==> src/hdl/gmhp_pkg.sv <==
// ----------------------------------------------------------------------------
// gmhp_pkg
// Shared types, status codes and the byte-wide CRC-32 update used by the
// gzip member header parser.
// ----------------------------------------------------------------------------
package gmhp_pkg;

    localparam int unsigned OffsetWidth = 32;
    localparam int unsigned StatusWidth = 3;

    localparam logic [StatusWidth-1:0] ST_OK        = 3'd0;
    localparam logic [StatusWidth-1:0] ST_BAD_MAGIC = 3'd1;
    localparam logic [StatusWidth-1:0] ST_BAD_CM    = 3'd2;
    localparam logic [StatusWidth-1:0] ST_RSVD_FLAG = 3'd3;
    localparam logic [StatusWidth-1:0] ST_TRUNCATED = 3'd4;
    localparam logic [StatusWidth-1:0] ST_HDR_CRC   = 3'd5;
    localparam logic [StatusWidth-1:0] ST_TOO_LONG  = 3'd6;

    localparam logic [7:0]  GZ_ID1       = 8'h1F;
    localparam logic [7:0]  GZ_ID2       = 8'h8B;
    localparam logic [7:0]  GZ_CM_DEFL   = 8'h08;
    localparam logic [7:0]  GZ_FLG_RSVD  = 8'hE0;
    localparam logic [31:0] CRC_POLY     = 32'hEDB8_8320;
    localparam logic [31:0] CRC_INIT     = 32'hFFFF_FFFF;

    // flag bit positions
    localparam int unsigned FLG_FHCRC    = 1;
    localparam int unsigned FLG_FEXTRA   = 2;
    localparam int unsigned FLG_FNAME    = 3;
    localparam int unsigned FLG_FCOMMENT = 4;

    typedef struct packed {
        logic                   hit;
        logic [StatusWidth-1:0] status;
        logic [OffsetWidth-1:0] offset;
    } t_verdict;

    // reflected CRC-32, one byte
    function automatic logic [31:0] crc_byte(input logic [31:0] crc, input logic [7:0] b);
        logic [31:0] c;
        c = crc ^ {24'd0, b};
        for (int i = 0; i < 8; i++) begin
            c = c[0] ? ((c >> 1) ^ CRC_POLY) : (c >> 1);
        end
        return c;
    endfunction

endpackage

==> src/hdl/gzip_member_header_parser_core.sv <==
// ----------------------------------------------------------------------------
// gzip_member_header_parser_core
// Byte-stream gzip member header checker with registered input and output.
// ----------------------------------------------------------------------------
// Usage:
//   Input channel: i_in_valid / o_in_stall carry one byte per transfer with
//   first and last marks. i_first_byte restarts the parser on byte 0.
//   Output channel: o_out_valid / i_out_stall carry one verdict per member
//   (o_status, o_payload_offset). Bytes after a verdict give nothing until
//   the next first mark.
//   Throughput: one byte per cycle while unstalled. The byte passes an input
//   register, then the header state machine and CRC update, into the result
//   register. o_out_valid rises as the byte that decides the verdict leaves
//   the input register; the result transfer can happen at the next edge.
//   When the receiver stalls with a verdict held, the byte in the input
//   register waits and o_in_stall rises; one more byte is still taken while
//   the input register is empty.
//   Reset (synchronous, active low) empties both registers and puts the
//   parser in idle, waiting for a first mark.
// ----------------------------------------------------------------------------
module gzip_member_header_parser_core (
    input  logic                           i_clk,
    input  logic                           i_rst_n,
    input  logic                           i_in_valid,
    output logic                           o_in_stall,
    input  logic [7:0]                     i_data_byte,
    input  logic                           i_first_byte,
    input  logic                           i_last_byte,
    output logic                           o_out_valid,
    input  logic                           i_out_stall,
    output logic [gmhp_pkg::StatusWidth-1:0] o_status,
    output logic [gmhp_pkg::OffsetWidth-1:0] o_payload_offset
);
    import gmhp_pkg::*;

    logic                   r_in_valid;
    logic [7:0]             r_byte;
    logic                   r_first;
    logic                   r_last;
    logic                   r_out_valid;
    logic [StatusWidth-1:0] r_status;
    logic [OffsetWidth-1:0] r_offset;

    logic     out_free;
    logic     proc;
    logic     in_xfer;
    t_verdict verdict;

    assign out_free   = !r_out_valid || !i_out_stall;
    assign proc       = r_in_valid && out_free;
    assign o_in_stall = r_in_valid && !out_free;
    assign in_xfer    = i_in_valid && !o_in_stall;

    gmhp_parser u_parser (
        .i_clk        (i_clk),
        .i_rst_n      (i_rst_n),
        .i_en         (proc),
        .i_data_byte  (r_byte),
        .i_first_byte (r_first),
        .i_last_byte  (r_last),
        .o_verdict    (verdict)
    );

    always_ff @(posedge i_clk) begin
        if (!i_rst_n) begin
            r_in_valid  <= 1'b0;
            r_out_valid <= 1'b0;
        end else begin
            if (in_xfer) begin
                r_in_valid <= 1'b1;
            end else if (proc) begin
                r_in_valid <= 1'b0;
            end
            if (out_free) begin
                r_out_valid <= proc && verdict.hit;
            end
        end
    end

    always_ff @(posedge i_clk) begin
        if (in_xfer) begin
            r_byte  <= i_data_byte;
            r_first <= i_first_byte;
            r_last  <= i_last_byte;
        end
        if (out_free) begin
            r_status <= verdict.status;
            r_offset <= verdict.offset;
        end
    end

    assign o_out_valid      = r_out_valid;
    assign o_status         = r_status;
    assign o_payload_offset = r_offset;

endmodule

==> src/hdl/gmhp_parser.sv <==
// ----------------------------------------------------------------------------
// gmhp_parser
// Header state machine: consumes one byte per enabled cycle, keeps the
// parse state and running CRC, and reports a verdict when one is reached.
// ----------------------------------------------------------------------------
module gmhp_parser (
    input  logic               i_clk,
    input  logic               i_rst_n,
    input  logic               i_en,
    input  logic [7:0]         i_data_byte,
    input  logic               i_first_byte,
    input  logic               i_last_byte,
    output gmhp_pkg::t_verdict o_verdict
);
    import gmhp_pkg::*;

    typedef enum logic [3:0] {
        PH_IDLE    = 4'd0,
        PH_ID1     = 4'd1,
        PH_ID2     = 4'd2,
        PH_CM      = 4'd3,
        PH_FLG     = 4'd4,
        PH_FIX     = 4'd5,
        PH_XLEN0   = 4'd6,
        PH_XLEN1   = 4'd7,
        PH_EXTRA   = 4'd8,
        PH_NAME    = 4'd9,
        PH_COMMENT = 4'd10,
        PH_HCRC0   = 4'd11,
        PH_HCRC1   = 4'd12,
        PH_TAIL    = 4'd13
    } t_phase;

    t_phase      r_phase, n_phase;
    logic [31:0] r_pos, n_pos;
    logic [4:0]  r_flags, n_flags;
    logic [15:0] r_xrem, n_xrem;
    logic [31:0] r_crc, n_crc;
    logic [7:0]  r_crc_lo, n_crc_lo;
    logic [3:0]  r_tail, n_tail;
    t_verdict    verdict;

    // first optional field at or after 'from' enabled by the flags, else the tail
    function automatic t_phase next_field(input t_phase from, input logic [4:0] flg);
        if (from <= PH_XLEN0 && flg[FLG_FEXTRA])        return PH_XLEN0;
        else if (from <= PH_NAME && flg[FLG_FNAME])     return PH_NAME;
        else if (from <= PH_COMMENT && flg[FLG_FCOMMENT]) return PH_COMMENT;
        else if (from <= PH_HCRC0 && flg[FLG_FHCRC])    return PH_HCRC0;
        else                                            return PH_TAIL;
    endfunction

    always_comb begin
        t_phase      ph;
        logic [31:0] pos;
        logic [4:0]  flg;
        logic [15:0] xrem;
        logic [31:0] crc;
        logic [7:0]  crc_lo;
        logic [3:0]  tail;
        logic        active;

        if (i_first_byte) begin
            ph     = PH_ID1;
            pos    = '0;
            flg    = '0;
            xrem   = '0;
            crc    = CRC_INIT;
            crc_lo = '0;
            tail   = '0;
        end else begin
            ph     = r_phase;
            pos    = r_pos;
            flg    = r_flags;
            xrem   = r_xrem;
            crc    = r_crc;
            crc_lo = r_crc_lo;
            tail   = r_tail;
        end
        active = i_first_byte || (r_phase != PH_IDLE);

        verdict = '0;
        n_phase  = ph;
        n_flags  = flg;
        n_xrem   = xrem;
        n_crc    = crc;
        n_crc_lo = crc_lo;
        n_tail   = tail;
        n_pos    = pos;

        if (active) begin
            if (pos == 32'hFFFF_FFFF) begin
                verdict.hit    = 1'b1;
                verdict.status = ST_TOO_LONG;
            end else begin
                if (ph >= PH_ID1 && ph <= PH_COMMENT) begin
                    n_crc = crc_byte(crc, i_data_byte);
                end
                case (ph)
                    PH_ID1: begin
                        if (i_data_byte != GZ_ID1) begin
                            verdict.hit = 1'b1; verdict.status = ST_BAD_MAGIC;
                        end else begin
                            n_phase = PH_ID2;
                        end
                    end
                    PH_ID2: begin
                        if (i_data_byte != GZ_ID2) begin
                            verdict.hit = 1'b1; verdict.status = ST_BAD_MAGIC;
                        end else begin
                            n_phase = PH_CM;
                        end
                    end
                    PH_CM: begin
                        if (i_data_byte != GZ_CM_DEFL) begin
                            verdict.hit = 1'b1; verdict.status = ST_BAD_CM;
                        end else begin
                            n_phase = PH_FLG;
                        end
                    end
                    PH_FLG: begin
                        if ((i_data_byte & GZ_FLG_RSVD) != 8'd0) begin
                            verdict.hit = 1'b1; verdict.status = ST_RSVD_FLAG;
                        end else begin
                            n_flags = i_data_byte[4:0];
                            n_phase = PH_FIX;
                        end
                    end
                    PH_FIX: begin
                        // MTIME, XFL, OS end at byte 9
                        if (pos >= 32'd9) n_phase = next_field(PH_XLEN0, flg);
                    end
                    PH_XLEN0: begin
                        n_xrem  = {8'd0, i_data_byte};
                        n_phase = PH_XLEN1;
                    end
                    PH_XLEN1: begin
                        n_xrem  = {i_data_byte, xrem[7:0]};
                        n_phase = (n_xrem != 16'd0) ? PH_EXTRA : next_field(PH_NAME, flg);
                    end
                    PH_EXTRA: begin
                        n_xrem = xrem - 16'd1;
                        if (n_xrem == 16'd0) n_phase = next_field(PH_NAME, flg);
                    end
                    PH_NAME: begin
                        if (i_data_byte == 8'd0) n_phase = next_field(PH_COMMENT, flg);
                    end
                    PH_COMMENT: begin
                        if (i_data_byte == 8'd0) n_phase = next_field(PH_HCRC0, flg);
                    end
                    PH_HCRC0: begin
                        n_crc_lo = i_data_byte;
                        n_phase  = PH_HCRC1;
                    end
                    PH_HCRC1: begin
                        if (~crc[15:0] != {i_data_byte, crc_lo}) begin
                            verdict.hit = 1'b1; verdict.status = ST_HDR_CRC;
                        end else begin
                            n_phase = PH_TAIL;
                        end
                    end
                    PH_TAIL: begin
                        n_tail = tail + 4'd1;
                        if (n_tail >= 4'd8) begin
                            verdict.hit    = 1'b1;
                            verdict.status = ST_OK;
                            verdict.offset = pos - 32'd7;
                        end
                    end
                    default: begin
                        n_phase = ph;
                    end
                endcase
                if (!verdict.hit && i_last_byte) begin
                    verdict.hit    = 1'b1;
                    verdict.status = ST_TRUNCATED;
                end
                n_pos = pos + 32'd1;
            end
            if (verdict.hit) n_phase = PH_IDLE;
        end
    end

    always_ff @(posedge i_clk) begin
        if (!i_rst_n) begin
            r_phase  <= PH_IDLE;
            r_pos    <= '0;
            r_flags  <= '0;
            r_xrem   <= '0;
            r_crc    <= CRC_INIT;
            r_crc_lo <= '0;
            r_tail   <= '0;
        end else if (i_en) begin
            r_phase  <= n_phase;
            r_pos    <= n_pos;
            r_flags  <= n_flags;
            r_xrem   <= n_xrem;
            r_crc    <= n_crc;
            r_crc_lo <= n_crc_lo;
            r_tail   <= n_tail;
        end
    end

    assign o_verdict = verdict;

endmodule
==> config.mk <==
export PLATFORM = sky130hd
export DESIGN_NAME = gzip_member_header_parser_core
export DESIGN_NICKNAME = d
export VERILOG_FILES = /design/src/hdl/gmhp_pkg.sv /design/src/hdl/gzip_member_header_parser_core.sv /design/src/hdl/gmhp_parser.sv
export SDC_FILE = /design/constraint.sdc
export NUM_CORES = 1
export LEC_CHECK = 0
export ABC_AREA = 1
export BUFFER_PORTS_ARGS = -buffer_cell sky130_fd_sc_hd__buf_2
export CELL_PAD_IN_SITES_DETAIL_PLACEMENT = 0
export CELL_PAD_IN_SITES_GLOBAL_PLACEMENT = 1
export CORE_ASPECT_RATIO = 1.75
export CORE_MARGIN = 4
export CORE_UTILIZATION = 40
export DETAILED_ROUTE_END_ITERATION = 10
export PLACE_DENSITY = 0.83
export SLEW_MARGIN = 25
export SYNTH_ARGS = -nofsm -noshare
export SYNTH_HDL_FRONTEND = slang
export SYNTH_SLANG_ARGS = --single-unit
==> constraint.sdc <==
create_clock -name i_clk -period 2.9 [get_ports i_clk]
set_input_delay 0.29 -clock i_clk [delete_from_list [all_inputs] [get_ports i_clk]]
set_output_delay 0.29 -clock i_clk [all_outputs]
set_load 0.01 [all_outputs]
==> key figures, run 1 <==
Clocking
  • # H-tree levels: 4
  • TritonCTS clock tree: yes
  • Worst-path clk slew: 60 ps
  • Clock net sink count: 147
  • Total CTS buffers: 17
  • Clock buffer depth: 2
  • Worst skew pair latency: 460 ps
  • Root Buffer: clkbuf_16

Die
  • Die Height: 219 um
  • Row count: 77
  • Core area: 25200 um^2
  • Ports: 51
  • Initial Util: 0.404
  • Die X: 129 um
  • Area of the die: 28200 um^2

Worst setup path
  • Worst path required time: 3220 ps
  • Slowest stage cell, crit path: nor3_1
  • CP cell instances: buf_12 > buf_4 > nor2_2 > nand2_1 > nor2_2 > nand4_1 > buf_4 > nor3_4 > buf_4 > nand2_1 > nor3_1 > nor3_1
  • Crit end category: flip-flop
  • CP max FO: 7
  • Category of the most critical setup path: reg2reg
  • Crit path DAT: 3160 ps
  • Worst setup SP type: flip-flop
  • Top cell by count, worst path: buf_4
  • CP peak stage delay: 630 ps

Route
  • Avg Vias per Cell: 5.39
  • Final wirelength: 36.5 mm
  • Avg WL per Cell: 18.1 um
  • First-pass DRT Iterations: 6
  • Via count: 10900
  • Post-route ant nets: 0
  • Initial drt markers: 698
  • # DRC: 0

GRT
  • First-pass GRT wire length: 55.4 mm
  • GRT overflow: 0
  • Largest net degree at the start of global routing: 104
  • Vias in the first global route: 10600
  • Total track usage: 0.257
  • Initial antenna violation count: 0

Layout
  • Final Net Count: 1713
  • N_diodes: 0
  • # fillers: 2655
  • Most frequent cells in the layout: nand2_1, nor2_1, inv_1
  • Area Growth Syn to Fin: 21.5%
  • Commonest non-fill, non-tap cell in the layout: nand2_1
  • Fin cells: 2022
  • Share of post-route cells with drive strength above 1: 0.153
  • Final Instance Area: 12400 um^2

STA
  • Slew @ Worst Pin: 785 ps
  • Min cycle time layout: 2840 ps
  • Min Hold Slack: 29.9 ps
  • Unrepaired setup endpoints after global routing: yes
  • Final Max Tran Viols: 0
  • Skew final: 12.1 ps
  • Slew headroom: 0.473
  • Final WS setup: 60.6 ps
  • F_max: 352 MHz
  • Final setup fails: 0
  • Final worst-path cycle share: 0.979
  • Final Hold Fails: 0

Logic synthesis
  • Seq/Total Area, Yosys: 0.332
  • Mapped Cells: 1567
  • Synth top area cells: dfxtp_1, edfxtp_1, nand2_1
  • Synth top area share: 0.200
  • Syn. warnings: 0
  • Most used DFF post-synth: dfxtp_1
  • Syn_area_per_cell: 6.52 um^2
  • Synth area leader: dfxtp_1
  • FFs w/ async S/R, synth: 0
  • Mapped Area: 10200 um^2
  • Synthesis-stage register bit count: 147
  • Post-synth EDFFs: 45
  • Netlist cell types: 48
  • Post-Syn Nets: 1587

Placement
  • Count of input and output buffers: 50
  • Placed Instances: 1967
  • RePlAce Congestion: 0.971
  • Dpl hpwl: 26.8 mm
  • Placed Area: 11400 um^2
  • Worst slack at placement: -299 ps

Run
  • # Max-Cap Violations: 0

Power and ir drop
  • Worst IR Drop VDD: 0.395 mV
  • Power Density: 452 nW/um^2
  • Lkg Pwr: 5.81 nW

Status
  • Outcome: finished clean

Hold path
  • Class of the worst hold path: in2reg
[Yosys cell counts (5+ instances only)]
master and count:
xor2_1 50, dfxtp_1 102, nor2_1 238, o22ai_1 17, xnor2_1 23, edfxtp_1 45, buf_2 19, nor3b_1 5
xor2_2 8, o21ai_0 118, buf_1 5, o21bai_1 5, a21oi_1 148, o211ai_1 17, nor3_1 39, o21a_1 5
inv_1 170, nand3_1 82, clkbuf_1 28, nand2_1 359, nand4_1 22, ha_1 6
[registers in the layout (all words and copies together) (netlist names)]
name,count
o_status,3
u_parser.r_xrem,16
o_payload_offset,32
r_byte,8
r_last,1
o_out_valid,1
u_parser.r_phase,4
u_parser.r_flags,4
r_first,1
u_parser.r_tail,4
u_parser.r_crc_lo,8
r_in_valid,1
u_parser.r_crc,32
u_parser.r_pos,32
[worst paths after layout]
check | start | to | cells after the start | slack, ps
hold / removal | i_first_byte | r_first | 1 | 30
setup / recovery | r_first | u_parser.r_pos[24] | 12 | 60
setup reg to reg | r_first | u_parser.r_pos[24] | 12 | 60
hold reg to reg | u_parser.r_flags[2] | u_parser.r_flags[2] | 2 | 470
[layout make-up]
cell class                      instances  area (um^2)  area share
Timing Repair Buffer                  165         1270       0.103
Multi-Input combinational cell       1187         6070       0.489
Sequential cell                       147         3390       0.273
Tap cell                              316          395      0.0319
Clock buffer                           20          457      0.0368
Inverter                              175          666      0.0536
Clock inverter                         12          154      0.0124
[metal layers]
layer,share of wire,GRT usage,up-vias
met2,0.55,0.496,335
met4,0.082,0.195,0
met1,0.34,0.232,5040
met3,0.032,0.0380,143
met5,0,0,-
li1,-,-,5388
[per-stage QoR]
stage | power (mW) | utilization | TNS, ps
6_report | 5.60 | 0.492 | 0
2_1_floorplan | 2.95 | - | 0
3_3_place_gp | 3.23 | 0.451 | -2370
5_1_grt | 5.83 | 0.492 | -111
3_5_place_dp | 3.24 | 0.451 | -2330
4_1_cts | 5.61 | 0.483 | 0
[logic make-up after synthesis]
| kind of cell | count (synthesis) | share of synthesized area |
|---|---|---|
| adders and majority gates | 6 | 0.00735 |
| buffers and inverters | 233 | 0.0917 |
| and+or+nand+nor | 777 | 0.321 |
| DFF | 147 | 0.332 |
| xor gates and xnor gates | 83 | 0.0797 |
| AOI/OAI and AO/OA | 321 | 0.168 |
[where the power goes]
part	switching, mW	internal, mW
sequential	0.0485	2.18
clock	0.946	1.40
combinational	0.652	0.375
total	1.65	3.96
[critical path, delay by kind of cell, from the launching register on]
family	cells	cell delay, ps
buf+inv	4	660
simple gates	8	1540
flops	1	500
[what timing repair did]
action,in CTS,in global routing
setup buffers,6,6
pin swaps,3,9
hold buffers,9,0
cloned,1,1
gates resized for setup,7,42
endpoints found under the hold margin,9,0
endpoints found under the setup margin,29,98
Power figures use the tool's default switching activity.
==> run 2, diff against run 1 <==
--- a/config.mk
+++ b/config.mk
@@ -5,15 +5,14 @@
 export SDC_FILE = /design/constraint.sdc
 export NUM_CORES = 1
 export LEC_CHECK = 0
-export ABC_AREA = 1
 export BUFFER_PORTS_ARGS = -buffer_cell sky130_fd_sc_hd__buf_2
 export CELL_PAD_IN_SITES_DETAIL_PLACEMENT = 0
 export CELL_PAD_IN_SITES_GLOBAL_PLACEMENT = 1
 export CORE_ASPECT_RATIO = 1.75
 export CORE_MARGIN = 4
-export CORE_UTILIZATION = 40
+export CORE_UTILIZATION = 42
 export DETAILED_ROUTE_END_ITERATION = 10
-export PLACE_DENSITY = 0.83
+export PLACE_DENSITY = 0.82
 export SLEW_MARGIN = 25
 export SYNTH_ARGS = -nofsm -noshare
 export SYNTH_HDL_FRONTEND = slang
==> key figures, run 2 <==
Status
  • Outcome: finished clean (unchanged)

Power and ir drop
  • Total chip power: 5.09 mW (was 5.60 mW)
  • Worst IR Drop VDD: 0.384 mV (was 0.395 mV)
  • Power Density: 468 nW/um^2 (was 452 nW/um^2)
  • Lkg Pwr: 4.45 nW (was 5.81 nW)

Clocking
  • Hold buffers post-CTS: 0 (was 9)
  • Worst-path clk slew: 60 ps (about the same)
  • Worst skew pair latency: 440 ps (was 460 ps)
  • Clock net sink count: 147 (unchanged)
  • # H-tree levels: 4 (unchanged)
  • Root Buffer: clkbuf_16 (unchanged)
  • Clock buffer depth: 2 (unchanged)
  • TritonCTS clock tree: yes (unchanged)
  • Total CTS buffers: 17 (unchanged)

Route
  • Post-route ant nets: 0 (unchanged)
  • First-pass DRT Iterations: 5 (was 6)
  • Avg Vias per Cell: 5.75 (was 5.39)
  • Initial drt markers: 773 (was 698)
  • Final wirelength: 28.5 mm (was 36.5 mm)
  • Via count: 8725 (was 10900)
  • # DRC: 0 (unchanged)
  • Avg WL per Cell: 18.8 um (was 18.1 um)

Worst setup path
  • Worst setup path startpoint: r_first (unchanged)
  • Crit path DAT: 3180 ps (was 3160 ps)
  • FF-to-FF End: u_parser.r_phase[2] (was u_parser.r_pos[24])
  • Category of the most critical setup path: reg2reg (unchanged)
  • Slowest stage cell, crit path: edfxtp_1 (was nor3_1)
  • Setup crit end: u_parser.r_phase[2] (was u_parser.r_pos[24])
  • Worst Reg2Reg Path Length in Cells: 10 (was 12)
  • Flop2flop setup slack: 80 ps (was 60 ps)
  • Crit end category: flip-flop (unchanged)
  • CP peak stage delay: 410 ps (was 630 ps)
  • CP cell instances: buf_4 > buf_4 > nor3b_1 > nand3_1 > nand2_1 > or3_1 > nor4_4 > buf_4 > a22oi_1 > a311oi_2 (was buf_12 > buf_4 > nor2_2 > nand2_1 > nor2_2 > nand4_1 > buf_4 > nor3_4 > buf_4 > nand2_1 > nor3_1 > nor3_1)
  • Worst path required time: 3260 ps (was 3220 ps)
  • RR Startpoint: r_first (unchanged)
  • CP max FO: 31 (was 7)
  • Top cell by count, worst path: buf_4 (unchanged)
  • Worst setup SP type: flip-flop (unchanged)

STA
  • Skew final: 8.90 ps (was 12.1 ps)
  • Final Max Tran Viols: 0 (unchanged)
  • Unrepaired setup endpoints after global routing: yes (unchanged)
  • Final Hold Fails: 0 (unchanged)
  • Min Hold Slack: 23.3 ps (was 29.9 ps)
  • Min cycle time layout: 2820 ps (was 2840 ps)
  • Slew headroom: 0.430 (was 0.473)
  • Final setup fails: 0 (unchanged)
  • F_max: 355 MHz (was 352 MHz)
  • Final worst-path cycle share: 0.972 (was 0.979)
  • Slew @ Worst Pin: 852 ps (was 785 ps)

Die
  • Initial Util: 0.429 (was 0.404)
  • Row count: 71 (was 77)
  • Die Height: 205 um (was 219 um)
  • Area of the die: 24700 um^2 (was 28200 um^2)
  • Ports: 51 (unchanged)
  • Core area: 21700 um^2 (was 25200 um^2)
  • Die X: 120 um (was 129 um)

Layout
  • Most frequent cells in the layout: nor2_1, nand2_1, dfxtp_1 (was nand2_1, nor2_1, inv_1)
  • Share of post-route cells with drive strength above 1: 0.179 (was 0.153)
  • Fin cells: 1518 (was 2022)
  • N_diodes: 0 (unchanged)
  • Area Growth Syn to Fin: 17.1% (was 21.5%)
  • # fillers: 2133 (was 2655)
  • Commonest non-fill, non-tap cell in the layout: nor2_1 (was nand2_1)
  • Final Net Count: 1233 (was 1713)

Logic synthesis
  • Post-Syn Nets: 1160 (was 1587)
  • Synth top area share: 0.220 (was 0.200)
  • FFs w/ async S/R, synth: 0 (unchanged)
  • Seq/Total Area, Yosys: 0.365 (was 0.332)
  • Synth top area cells: dfxtp_1, edfxtp_1, xnor2_1 (was dfxtp_1, edfxtp_1, nand2_1)
  • Mapped Area: 9290 um^2 (was 10200 um^2)
  • Post-synth EDFFs: 45 (unchanged)
  • Syn. warnings: 0 (unchanged)
  • Netlist cell types: 83 (was 48)
  • Syn_area_per_cell: 8.15 um^2 (was 6.52 um^2)
  • Commonest cells in the netlist: nor2_1, nand2_1, dfxtp_1, xnor2_1, clkbuf_1 (was nand2_1, nor2_1, inv_1, a21oi_1, o21ai_0)
  • Cell with the most instances after synthesis: nor2_1 (was nand2_1)
  • Synth area leader: dfxtp_1 (unchanged)
  • Most used DFF post-synth: dfxtp_1 (unchanged)
  • Mapped Cells: 1140 (was 1567)
  • Synthesis-stage register bit count: 147 (unchanged)

Placement
  • Count of input and output buffers: 50 (unchanged)
  • Placed Instances: 1485 (was 1967)
  • RePlAce Congestion: 0.940 (was 0.971)
  • Dpl hpwl: 20.6 mm (was 26.8 mm)

GRT
  • GRT overflow: 0 (unchanged)
  • Total track usage: 0.233 (was 0.257)
  • Largest net degree at the start of global routing: 58 (was 104)
  • First-pass GRT wire length: 44.8 mm (was 55.4 mm)
  • Initial antenna violation count: 0 (unchanged)
  • Vias in the first global route: 8490 (was 10600)

Run
  • # Max-Cap Violations: 0 (unchanged)

Hold path
  • Class of the worst hold path: in2reg (unchanged)
## run 2: timing repair
| action | 4_1_cts | 5_1_grt |
|---|---|---|
| setup buffers | 0 | 1 |
| gates resized for setup | 0 | 8 |
| endpoints found under the setup margin | 0 | 43 |
## run 2: how the worst min path moves through the flow
| stage | start | depth (start not counted) | end |
|---|---|---|---|
| 3_5_place_dp | u_parser.r_pos[0] | 2 | u_parser.r_pos[0] |
| 6_report | i_data_byte[3] | 1 | r_byte[3] |
| 3_3_place_gp | u_parser.r_pos[0] | 2 | u_parser.r_pos[0] |
| 2_1_floorplan | i_data_byte[0] | 0 | r_byte[0] |
| 4_1_cts | i_data_byte[3] | 1 | r_byte[3] |
| 5_1_grt | i_data_byte[0] | 1 | r_byte[0] |
## run 2: stage by stage
step           cell area [um^2]  setup TNS (ps)  setup slack (ps)   util
2_1_floorplan              9420          -42470              -470      -
3_5_place_dp              10300               0              94.2  0.475
6_report                  10900               0              80.3  0.502
4_1_cts                   10800               0              79.3  0.500
5_1_grt                   10900            -299             -56.2  0.502
3_3_place_gp              10300               0               133  0.475
## run 2: cell families after synthesis
kind of cell / share of synthesized area
muxes: 0.00229
AOI/OAI and AO/OA: 0.176
xor gates and xnor gates: 0.137
adders and majority gates: 0.00808
buffers and inverters: 0.0442
and+or+nand+nor: 0.267
DFF: 0.365
## run 2: layer usage
metal  up-vias  track usage  share of wire  routed length, um
li1       4221            -              -                  -
met1      4148        0.242           0.38              10800
met2       276        0.435           0.54              15300
met3        80       0.0376          0.037               1060
met4         0        0.131          0.046               1320
met5         -            0              0                  0
## run 2: worst max-delay path: cells and delay by family (launching register included)
kind | cells | cell delay (ps)
AOI/OAI and AO/OA | 2 | 340
and+or+nand+nor | 5 | 1090
DFF | 1 | 410
buffers and inverters | 3 | 900
## run 2: area by class of cell
type                    count  area [um^2]  area share
clock buffers              20          447      0.0410
clock inverters            12          109      0.0100
inverters                  14         52.6     0.00483
multi-input cells         895         5580       0.513
flip-flops and latches    147         3390       0.312
well taps                 292          365      0.0336
repair buffers            138          936      0.0860
## run 2: report_power, final
group | internal, mW | switching (mW) | total [mW]
Clock | 1.20 | 0.905 | 2.11
Sequential | 2.16 | 0.0365 | 2.20
Combinational | 0.336 | 0.453 | 0.788
Total | 3.70 | 1.39 | 5.09
==> run 3, diff against run 2 <==
--- a/config.mk
+++ b/config.mk
@@ -6,13 +6,11 @@
 export NUM_CORES = 1
 export LEC_CHECK = 0
 export BUFFER_PORTS_ARGS = -buffer_cell sky130_fd_sc_hd__buf_2
-export CELL_PAD_IN_SITES_DETAIL_PLACEMENT = 0
-export CELL_PAD_IN_SITES_GLOBAL_PLACEMENT = 1
 export CORE_ASPECT_RATIO = 1.75
 export CORE_MARGIN = 4
-export CORE_UTILIZATION = 42
+export CORE_UTILIZATION = 56
 export DETAILED_ROUTE_END_ITERATION = 10
-export PLACE_DENSITY = 0.82
+export PLACE_DENSITY = 0.83
 export SLEW_MARGIN = 25
 export SYNTH_ARGS = -nofsm -noshare
 export SYNTH_HDL_FRONTEND = slang
==> key figures, run 3 (synthesis gave the netlist of run 2 again) <==
Status
  • Outcome: finished clean (unchanged)

Clocking
  • Hold buffers post-CTS: 0 (unchanged)
  • Worst-path clk slew: 60 ps (about the same)
  • Worst skew pair latency: 440 ps (about the same)
  • # H-tree levels: 4 (unchanged)
  • Clock net sink count: 147 (unchanged)
  • Clock buffer depth: 2 (unchanged)
  • Root Buffer: clkbuf_16 (unchanged)
  • TritonCTS clock tree: yes (unchanged)
  • Total CTS buffers: 17 (unchanged)

Placement
  • Count of input and output buffers: 50 (unchanged)
  • RePlAce Congestion: 1.05 (was 0.940)
  • Dpl hpwl: 19.2 mm (was 20.6 mm)

GRT
  • Largest net degree at the start of global routing: 55 (was 58)
  • Total track usage: 0.303 (was 0.233)
  • Initial antenna violation count: 0 (unchanged)
  • GRT overflow: 0 (unchanged)
  • Vias in the first global route: 9153 (was 8490)
  • First-pass GRT wire length: 45.3 mm (was 44.8 mm)

Die
  • Die Height: 178 um (was 205 um)
  • Core area: 16400 um^2 (was 21700 um^2)
  • Die X: 105 um (was 120 um)
  • Initial Util: 0.568 (was 0.429)
  • Area of the die: 18800 um^2 (was 24700 um^2)
  • Row count: 62 (was 71)
  • Ports: 51 (unchanged)

Run
  • # Max-Cap Violations: 0 (unchanged)

STA
  • Min cycle time layout: 2740 ps (was 2820 ps)
  • Unrepaired setup endpoints after global routing: no (was yes)
  • F_max: 365 MHz (was 355 MHz)
  • Slew @ Worst Pin: 848 ps (was 852 ps)
  • Min Hold Slack: 20.2 ps (was 23.3 ps)
  • Final Hold Fails: 0 (unchanged)
  • Final worst-path cycle share: 0.945 (was 0.972)
  • Final setup fails: 0 (unchanged)
  • Skew final: 9.58 ps (was 8.90 ps)
  • Final Max Tran Viols: 0 (unchanged)
  • Slew headroom: 0.432 (was 0.430)
  • Setup TNS: 0 ps (unchanged)

Route
  • Avg Vias per Cell: 6.34 (was 5.75)
  • Final wirelength: 27.8 mm (was 28.5 mm)
  • Via count: 9094 (was 8725)
  • Avg WL per Cell: 19.4 um (was 18.8 um)
  • First-pass DRT Iterations: 5 (unchanged)
  • Initial drt markers: 863 (was 773)
  • # DRC: 0 (unchanged)
  • Post-route ant nets: 0 (unchanged)

Worst setup path
  • Worst setup SP type: flip-flop (unchanged)
  • CP max FO: 11 (was 31)
  • Setup crit end: u_parser.r_crc[6] (was u_parser.r_phase[2])
  • FF-to-FF End: u_parser.r_crc[6] (was u_parser.r_phase[2])
  • RR Startpoint: r_first (unchanged)
  • Worst path required time: 3210 ps (was 3260 ps)
  • Crit path DAT: 3050 ps (was 3180 ps)
  • Category of the most critical setup path: reg2reg (unchanged)
  • Flop2flop setup slack: 160 ps (was 80 ps)
  • Worst setup path startpoint: r_first (unchanged)
  • Worst Reg2Reg Path Length in Cells: 11 (was 10)
  • Crit end category: flip-flop (unchanged)

Layout
  • Commonest non-fill, non-tap cell in the layout: nor2_1 (unchanged)
  • Final Net Count: 1217 (was 1233)
  • Share of post-route cells with drive strength above 1: 0.164 (was 0.179)
  • Most frequent cells in the layout: nor2_1, nand2_1, dfxtp_1 (unchanged)
  • N_diodes: 0 (unchanged)
  • Final Core Density: 0.654 (was 0.502)
  • Area Growth Syn to Fin: 15.2% (was 17.1%)

Power and ir drop
  • Total chip power: 5.17 mW (was 5.09 mW)
  • Lkg Pwr: 4.39 nW (was 4.45 nW)
  • Power Density: 483 nW/um^2 (was 468 nW/um^2)
  • Worst IR Drop VDD: 0.395 mV (was 0.384 mV)

Hold path
  • Class of the worst hold path: in2reg (unchanged)
## run 3: changes by cell type in the layout (fill, tap and decap cells not counted), sizes merged
cell,previous run,this run
clkinvlp,4,6
bufinv,1,2
buf,138,122
clkinv,6,3
## run 3: critical path, cell delays in order (launching register included)
cell	delay, ps
edfxtp_1	420
buf_4	190
nor2b_4	120
ha_2	180
and4_1	190
nand4_1	220
nor3_2	210
buf_4	260
nor3_1	160
a31oi_1	230
nor2_1	60
o311ai_0	370
## run 3: repair_timing
item / in CTS / in global routing
setup buffers: 0 / 0
gates resized for setup: 0 / 4
endpoints found under the setup margin: 0 / 7
## run 3: power by group
group | switching (mW) | internal, mW
registers | 0.0397 | 2.16
clock network | 0.917 | 1.26
logic | 0.453 | 0.335
## run 3: final cells by class
type,instances,area [um^2]
flip-flops and latches,147,3390
multi-input cells,895,5570
fillers,1311,5660
well taps,224,280
clock buffers,20,437
inverters,14,52.6
clock inverters,12,133
repair buffers,122,841
## run 3: how the worst min path moves through the flow
stage,startpoint,slack [ps],cells after the start,endpoint
final,i_data_byte[4],20,1,r_byte[4]
after global routing,i_data_byte[3],20,1,r_byte[3]
after CTS,i_data_byte[4],10,1,r_byte[4]
after detailed placement,u_parser.r_pos[0],460,2,u_parser.r_pos[0]
after global placement,u_parser.r_crc[31],450,2,u_parser.r_crc[31]
after floorplan,i_data_byte[0],390,0,r_byte[0]
## run 3: stage by stage
stage	setup slack [ps]	instances	cell area [um^2]
floorplan	-470	1140	9420
global route	1.78	1434	10700
CTS	67.6	1434	10700
detailed placement	105	1402	10100
finish	159	1434	10700
global placement	230	1402	10100
## run 3: metal layers
layer | share of wire | vias to the layer above | wire length (um) | GRT usage
met5 | 0 | - | 0 | 0
met4 | 0.075 | 0 | 2080 | 0.225
met3 | 0.070 | 168 | 1950 | 0.0565
met2 | 0.51 | 517 | 14200 | 0.546
met1 | 0.34 | 4234 | 9590 | 0.307
li1 | - | 4175 | - | -
